### src/sv/bgu_pkg.sv
`timescale 1ns / 1ps
// bgu_pkg: shared types, codes and defaults of the bilinear grid upsampler
// used by the core, controller, datapath and testbench; depends on nothing

package bgu_pkg;

  localparam int DATA_W = 16;
  localparam int OUT_W  = 24;
  localparam int IDX_W  = 10;
  localparam int DIM_W  = 11;
  localparam int SCL_W  = 5;
  localparam int ST_W   = 2;
  localparam int FRAC_W = 8;

  localparam int LO_COLS_MAX_DEF = 64;
  localparam int LO_ROWS_MAX_DEF = 64;
  localparam int FACTOR_MAX_DEF  = 16;

  localparam logic ACT_WRITE   = 1'b0;
  localparam logic ACT_REQUEST = 1'b1;

  localparam logic [ST_W-1:0] ST_OK      = 2'd0;
  localparam logic [ST_W-1:0] ST_MISSING = 2'd1;
  localparam logic [ST_W-1:0] ST_OUTSIDE = 2'd2;

  localparam logic [1:0] REG_SCALE   = 2'd0;
  localparam logic [1:0] REG_HI_COLS = 2'd1;
  localparam logic [1:0] REG_HI_ROWS = 2'd2;
  localparam logic [1:0] REG_MISSING = 2'd3;

  localparam logic [SCL_W-1:0] SCALE_RST   = 5'd2;
  localparam logic [DIM_W-1:0] HI_COLS_RST = 11'd128;
  localparam logic [DIM_W-1:0] HI_ROWS_RST = 11'd128;

  typedef struct packed {
    logic [SCL_W-1:0]         scale_factor;
    logic [DIM_W-1:0]         hi_cols;
    logic [DIM_W-1:0]         hi_rows;
    logic signed [DATA_W-1:0] missing_value;
  } cfg_t;

  typedef enum logic [1:0] {
    DIV_COL,
    DIV_ROW,
    DIV_SUM
  } div_src_t;

  typedef enum logic [3:0] {
    S_IDLE,
    S_CHK,
    S_XGO,
    S_XW,
    S_YGO,
    S_YW,
    S_RD,
    S_MUL,
    S_ACC,
    S_SGO,
    S_SW,
    S_DONE
  } state_t;

  typedef struct packed {
    logic     cap;
    logic     wr;
    logic     div_start;
    div_src_t div_src;
    logic     save_x;
    logic     save_y;
    logic     acc_clr;
    logic     rd;
    logic     mul;
    logic     acc_add;
    logic [1:0] corner;
    logic     res_load;
  } cmd_t;

  typedef struct packed {
    logic oog;
    logic div_busy;
    logic out_free;
  } sts_t;

endpackage

### src/sv/bgu_ctrl.sv
`timescale 1ns / 1ps
// bgu_ctrl: sequencer of the upsampler, issues datapath commands
// depends on bgu_pkg

module bgu_ctrl (
  input  logic          clk,
  input  logic          rst,
  input  logic          in_valid,
  input  logic          action,
  output logic          in_stall,
  input  bgu_pkg::sts_t sts,
  output bgu_pkg::cmd_t cmd
);

  bgu_pkg::state_t state, state_next;
  logic [1:0] corner, corner_next;

  always_ff @(posedge clk) begin
    if (rst) begin
      state  <= bgu_pkg::S_IDLE;
      corner <= '0;
    end else begin
      state  <= state_next;
      corner <= corner_next;
    end
  end

  always_comb begin
    state_next  = state;
    corner_next = corner;
    unique case (state)
      bgu_pkg::S_IDLE: begin
        if (in_valid && action == bgu_pkg::ACT_REQUEST) begin
          state_next = bgu_pkg::S_CHK;
        end
      end
      bgu_pkg::S_CHK: begin
        corner_next = '0;
        state_next  = sts.oog ? bgu_pkg::S_DONE : bgu_pkg::S_XGO;
      end
      bgu_pkg::S_XGO: state_next = bgu_pkg::S_XW;
      bgu_pkg::S_XW:  if (!sts.div_busy) state_next = bgu_pkg::S_YGO;
      bgu_pkg::S_YGO: state_next = bgu_pkg::S_YW;
      bgu_pkg::S_YW:  if (!sts.div_busy) state_next = bgu_pkg::S_RD;
      bgu_pkg::S_RD:  state_next = bgu_pkg::S_MUL;
      bgu_pkg::S_MUL: state_next = bgu_pkg::S_ACC;
      bgu_pkg::S_ACC: begin
        corner_next = corner + 2'd1;
        state_next  = (corner == 2'd3) ? bgu_pkg::S_SGO : bgu_pkg::S_RD;
      end
      bgu_pkg::S_SGO: state_next = bgu_pkg::S_SW;
      bgu_pkg::S_SW:  if (!sts.div_busy) state_next = bgu_pkg::S_DONE;
      bgu_pkg::S_DONE: if (sts.out_free) state_next = bgu_pkg::S_IDLE;
      default: state_next = bgu_pkg::S_IDLE;
    endcase
  end

  always_comb begin
    cmd        = '0;
    cmd.corner = corner;
    cmd.div_src = bgu_pkg::DIV_COL;
    in_stall   = (state != bgu_pkg::S_IDLE);
    unique case (state)
      bgu_pkg::S_IDLE: begin
        cmd.wr  = in_valid && action == bgu_pkg::ACT_WRITE;
        cmd.cap = in_valid && action == bgu_pkg::ACT_REQUEST;
      end
      bgu_pkg::S_CHK: cmd.acc_clr = 1'b1;
      bgu_pkg::S_XGO: cmd.div_start = 1'b1;
      bgu_pkg::S_XW:  cmd.save_x = !sts.div_busy;
      bgu_pkg::S_YGO: begin
        cmd.div_start = 1'b1;
        cmd.div_src   = bgu_pkg::DIV_ROW;
      end
      bgu_pkg::S_YW:  cmd.save_y = !sts.div_busy;
      bgu_pkg::S_RD:  cmd.rd = 1'b1;
      bgu_pkg::S_MUL: cmd.mul = 1'b1;
      bgu_pkg::S_ACC: cmd.acc_add = 1'b1;
      bgu_pkg::S_SGO: begin
        cmd.div_start = 1'b1;
        cmd.div_src   = bgu_pkg::DIV_SUM;
      end
      bgu_pkg::S_SW:   cmd.div_src = bgu_pkg::DIV_SUM;
      bgu_pkg::S_DONE: begin
        cmd.div_src  = bgu_pkg::DIV_SUM;
        cmd.res_load = sts.out_free;
      end
      default: ;
    endcase
  end

endmodule

### config.mk
export PLATFORM = sky130hd
export DESIGN_NAME = bgu_ctrl
export DESIGN_NICKNAME = d
export VERILOG_FILES = /design/src/sv/bgu_pkg.sv /design/src/sv/bgu_ctrl.sv
export SDC_FILE = /design/constraint.sdc
export NUM_CORES = 1
export LEC_CHECK = 0
export ABC_AREA = 0
export BUFFER_PORTS_ARGS = -buffer_cell sky130_fd_sc_hd__buf_2
export CORE_UTILIZATION = 40
export CTS_CLUSTER_SIZE = 24
export DETAILED_ROUTE_END_ITERATION = 16
export PLACE_DENSITY = 0.68
export SLEW_MARGIN = 20
export SYNTH_ARGS = -nofsm -noshare
export SYNTH_HDL_FRONTEND = slang
export SYNTH_SLANG_ARGS = --single-unit
### constraint.sdc
create_clock -name clk -period 2.4 [get_ports clk]
set_input_delay 0 -clock clk [delete_from_list [all_inputs] [get_ports clk]]
set_output_delay 0 -clock clk [all_outputs]
set_load 0.01 [all_outputs]
=== Word-level counts from Yosys, hierarchy flattened ===
Index checks and enable logic that the tools add are counted.

* Bitwise logic cells: 1
* Multiplexer cells: 19
* Equal/unequal tests: 17
* Add/subtract/negate cells: 1
* Reduce and logical (&&, ||, !) cells: 9

{| class="wikitable"
|+ Operators by type and width
! cell !! number
|-
| 4-bit one-hot mux with 12 select lines || 1
|-
| 4-bit two-way mux || 7
|-
| 4-bit by 3-bit equality test with 1-bit output, second input constant || 4
|-
| 4-bit equality test, second input constant || 4
|-
| 2-bit inequality test, second input constant || 5
|-
| 4-bit by 2-bit equality test with 1-bit output, second input constant || 2
|-
| 1-bit two-way mux || 8
|-
| 2-bit one-hot mux with 2 select lines || 2
|-
| 3-bit OR reduction || 2
|-
| 5-bit AND reduction || 1
|-
| 4-bit by 1-bit equality test with 1-bit output, second input constant || 1
|-
| 4-bit logical NOT || 1
|-
| 4-bit nonzero test || 1
|-
| 2-bit by 1-bit adder with 2-bit output, second input constant || 1
|-
| 2-bit equality test, second input constant || 1
|-
| 1-bit logical AND || 2
|-
| 2-bit two-way mux || 1
|-
| 2-bit nonzero test || 1
|-
| 1-bit logical NOT || 1
|-
| 1-bit NOT || 1
|}

* Flip-flop bits (word level): 6
* Bits of input ports: 7
* Output and inout port bits: 15

=== Depth between registers and ports, before layout ===
* Word-level depth: 3
* Mapped depth: 6
* Gate-level depth less buffers: 5

=== Least setup slack after synthesis ===
Ideal clock, no wire load.

* Path kind: register to register
* Start point: register state[2]
* End point: register corner[1]
* Library setup time: 117 ps
* Arrival: 1390 ps
* Path buffers: 1
* Setup slack: 893 ps
* Clock period less this slack: 1507 ps
* Stages on the path, launching flop included: 6
* Cells stage by stage: dfxtp_1 -> buf_2 -> nor4b_1 -> nor2_1 -> a22oi_1 -> nor2_1

* Longest elaborated chain between the ends: 2

{| class="wikitable"
|+ RTL lines
! item !! RTL line !! source
|-
| start: declaration || bgu_ctrl.sv:15 || <nowiki>bgu_pkg::state_t state, state_next;</nowiki>
|-
| start signal: assignment || bgu_ctrl.sv:20 || <nowiki>state <= bgu_pkg::S_IDLE;</nowiki>
|-
| start signal: assignment || bgu_ctrl.sv:23 || <nowiki>state <= state_next;</nowiki>
|-
| 4-bit equality test / 4-bit by 1-bit equality test with 1-bit output (equally long branches) || bgu_ctrl.sv:31 || <nowiki>unique case (state)</nowiki>
|-
| 2-bit one-hot mux with 2 select lines / 2-bit nonzero test (equally long branches) || - ||
|-
| end signal: assignment || bgu_ctrl.sv:24 || <nowiki>corner <= corner_next;</nowiki>
|-
| end: declaration || bgu_ctrl.sv:16 || <nowiki>logic [1:0] corner, corner_next;</nowiki>
|}

Parallel ways exist; a longest one is shown, timed or not.
A chain may end at the register's enable or synchronous reset.

=== Worst setup path after layout ===
* Start point: register state[1]
* End point: register state[0]

* Longest elaborated chain between the ends: 3

{| class="wikitable"
|+ RTL lines
! item !! RTL line
|-
| 4-bit equality test (tied with other cells) || bgu_ctrl.sv:31
|-
| 2-bit inequality test (no source line) || -
|-
| 5-bit AND reduction (no source line) || -
|}

Parallel ways exist; a longest one is shown, timed or not.

==> impl_metrics.csv <==
group,metric,value,unit
run_status,outcome,"finished clean",
setup_path,cp_top_family,"flip-flops",
grt,antenna_found_initial,0,
setup_path,worst_setup_path_start_kind,"flop",
die,die_w,39.6,um
synthesis,synth.area.top_cells,"dfxtp_1, o32ai_1, nor2_1",
clock_network,clock-sinks,6,
placed_design,place.gp.congestion,0.803,
synthesis,synth_ff_type,"dfxtp_1",
timing,rsz0062_at_grt,"no",
routing,drtPass1Iterations,4,
final_layout,synthToLayoutAreaGrowth,20.1,%
clock_network,postCtsResizedCells,0,
clock_network,clk_pin_slew,0.05,ns
synthesis,yosysMostFrequentCell,"nor2_1",
die,fp.dieH,39.6,um
timing,min_period_over_period,71.0,%
clock_network,cts_setup_buffers,0,
worst_hold_path,hold_class,"in -> reg",
synthesis,async_flop_share,0,%
pwr,ir_drop,446,uV
setup_path,crit_slowest_cell,"dfxtp_1",
die,ios,22,
synthesis,ys_seq_area_share,21.2,%
placed_design,placed_cells,103,
die,start_util,43.5,%
synthesis,syn_avg_cell_area,7.97,um^2
setup_path,worst-path-buf-inv,0,
synthesis,ys_seq_elements,6,
final_layout,fin_nets,101,
synthesis,synth-edff-count,0,
final_layout,num_antenna_cells,0,
pwr,power,679,uW
routing,drc,0,
synthesis,yosysTopAreaCellShare,21.2,%
timing,tightest_slew,0.588,ns
timing,whs,0.0352,ns
setup_path,crit_path_end_kind,"flop",
grt,grt_max_degree,15,
setup_path,crit_arrival,1.86,ns
timing,setup_viol,0,
synthesis,yosysWarnings,0,
setup_path,r2r_end,"state[0]$_SDFFE_PP0P_",
placed_design,dp_hpwl,992,um
setup_path,cp_data_required_time,2.55,ns
setup_path,r2r_cells,4,
clock_network,cts_tree,"done",
timing,fin_setup_tns,0,ns
synthesis,yosys.area.top_type,"dfxtp_1",
clock_network,worstSkewPairLatency,0.25,ns
setup_path,critPathMaxFanout,14,
clock_network,cts-root-buf,"clkbuf_4",
die,dieArea,1570,um^2
routing,drtIter0Drc,27,
routing,ant_nets,0,
routing,viasPerCell,5.75,
final_layout,drive_above_1_share,31.9,%
synthesis,syn_area,566,um^2
clock_network,postCtsHoldBufs,0,
routing,wire_per_inst,12.8,um
placed_design,numPortBuffers,21,
timing,drv_slew,0,
synthesis,synth_cells,71,
timing,relSlewSlack,60.7,%
job,cap_violations,0,
setup_path,crit_start,"state[1]$_SDFFE_PP0P_",
timing,post-route-min-period,1.70,ns
pwr,p_leak,0.312,nW
synthesis,yosysUniqueCellTypes,37,
grt,grt_pass1_wl,2.08,mm
setup_path,r2r-start,"state[1]$_SDFFE_PP0P_",
timing,hold_viol_final,0,
setup_path,crit_path_max_incr_delay,0.68,ns
setup_path,worst-r2r-setup-slack,0.70,ns
die,num_rows,13,
grt,grt_pass1_vias,472,
setup_path,worstSetupPathType,"reg -> reg",
synthesis,synth_common_cells,"nor2_1, inv_1, dfxtp_1",
clock_network,htreeDepth,1,
grt,track_usage,19.8,%
synthesis,synth_nets,79,
grt,overflow,0,
routing,via_count,610,
die,core_area,1300,um^2
final_layout,finish.utilization,52.2,%
setup_path,path_cells,"nand2_2, o32a_1, and3_4, o32ai_1",
routing,wl,1.36,mm
clock_network,clk_path_buf_depth,2,
pwr,powerDensity,999,nW/um^2
final_layout,finalNonFillerCells,106,
timing,max_freq,587,MHz
setup_path,cp_num_cells,4,
timing,finalClockSkew,0.00281,ns
setup_path,crit_end,"state[0]$_SDFFE_PP0P_",
clock_network,numCtsBuffers,3,
cells by family (layout without fill, tap and decap cells):
| logic type | Yosys count | count (layout) | share of synthesized area [%] |
|---|---|---|---|
| xor gates and xnor gates | 2 | 2 | 3.10 |
| buffers and inverters | 12 | 32 | 11.1 |
| and+or+nand+nor | 32 | 32 | 37.2 |
| AOI/OAI and AO/OA | 16 | 16 | 21.7 |
| muxes | 2 | 2 | 3.54 |
| DFF | 6 | 6 | 21.2 |
| adders and majority gates | 1 | 1 | 2.21 |
registers in the layout, summed over array words and instances, names as in the netlist:
| signal | cells |
|---|---|
| corner | 2 |
| state | 4 |
through the flow:
stage	setup slack, ns	cell area (um^2)
after floorplan	0.893	566
after global placement	0.724	657
after detailed placement	0.693	657
after CTS	0.696	679
after global routing	0.576	679
final	0.697	679
how the worst min path moves through the flow:
| stage | from | endpoint | slack [ns] | depth (start not counted) |
|---|---|---|---|---|
| 2_1_floorplan | action | cmd[12] | 0.05 | 1 |
| 3_3_place_gp | action | cmd[12] | 0.25 | 3 |
| 6_report | rst | corner[1]$_SDFFE_PP0P_ | 0.04 | 2 |
| 4_1_cts | rst | corner[1]$_SDFFE_PP0P_ | 0.02 | 2 |
| 3_5_place_dp | action | cmd[12] | 0.26 | 3 |
| 5_1_grt | rst | corner[0]$_SDFFE_PP0P_ | 0.03 | 2 |
area by class of cell:
cell class,count,area [um^2]
fillers,131,622
multi-input cells,53,383
flip-flops and latches,6,120
repair buffers,21,105
inverters,8,30.0
clock buffers,3,22.5
well taps,15,18.8
placed cells by master, fill, tap and decap left out, drive strengths merged, types with 3 or more instances in the layout:
master and instances:
buf 21, nor2 11, inv 8, dfxtp 6, o32ai 5, nand2b 3
clkbuf 3, nand2 3
routing by layer:
layer | up-vias | track usage (%) | part of all wire [%]
met5 | - | 0 | 0
met4 | 0 | 5.17 | 1.2
met3 | 2 | 5.11 | 6.7
met2 | 27 | 28.3 | 43
met1 | 282 | 28.8 | 49
li1 | 299 | - | -
worst reg2reg max path, delay by kind of cell, from the launching register on:
family          cells  cell delay, ns
flops               1            0.68
compound gates      2            0.54
simple gates        2            0.39
power by group:
part           switching [mW]  leakage [nW]  internal, mW
clock network          0.0374        0.0138        0.0566
logic                   0.184         0.249         0.185
registers              0.0924        0.0489         0.123
(Power assumes the default switching activity.)
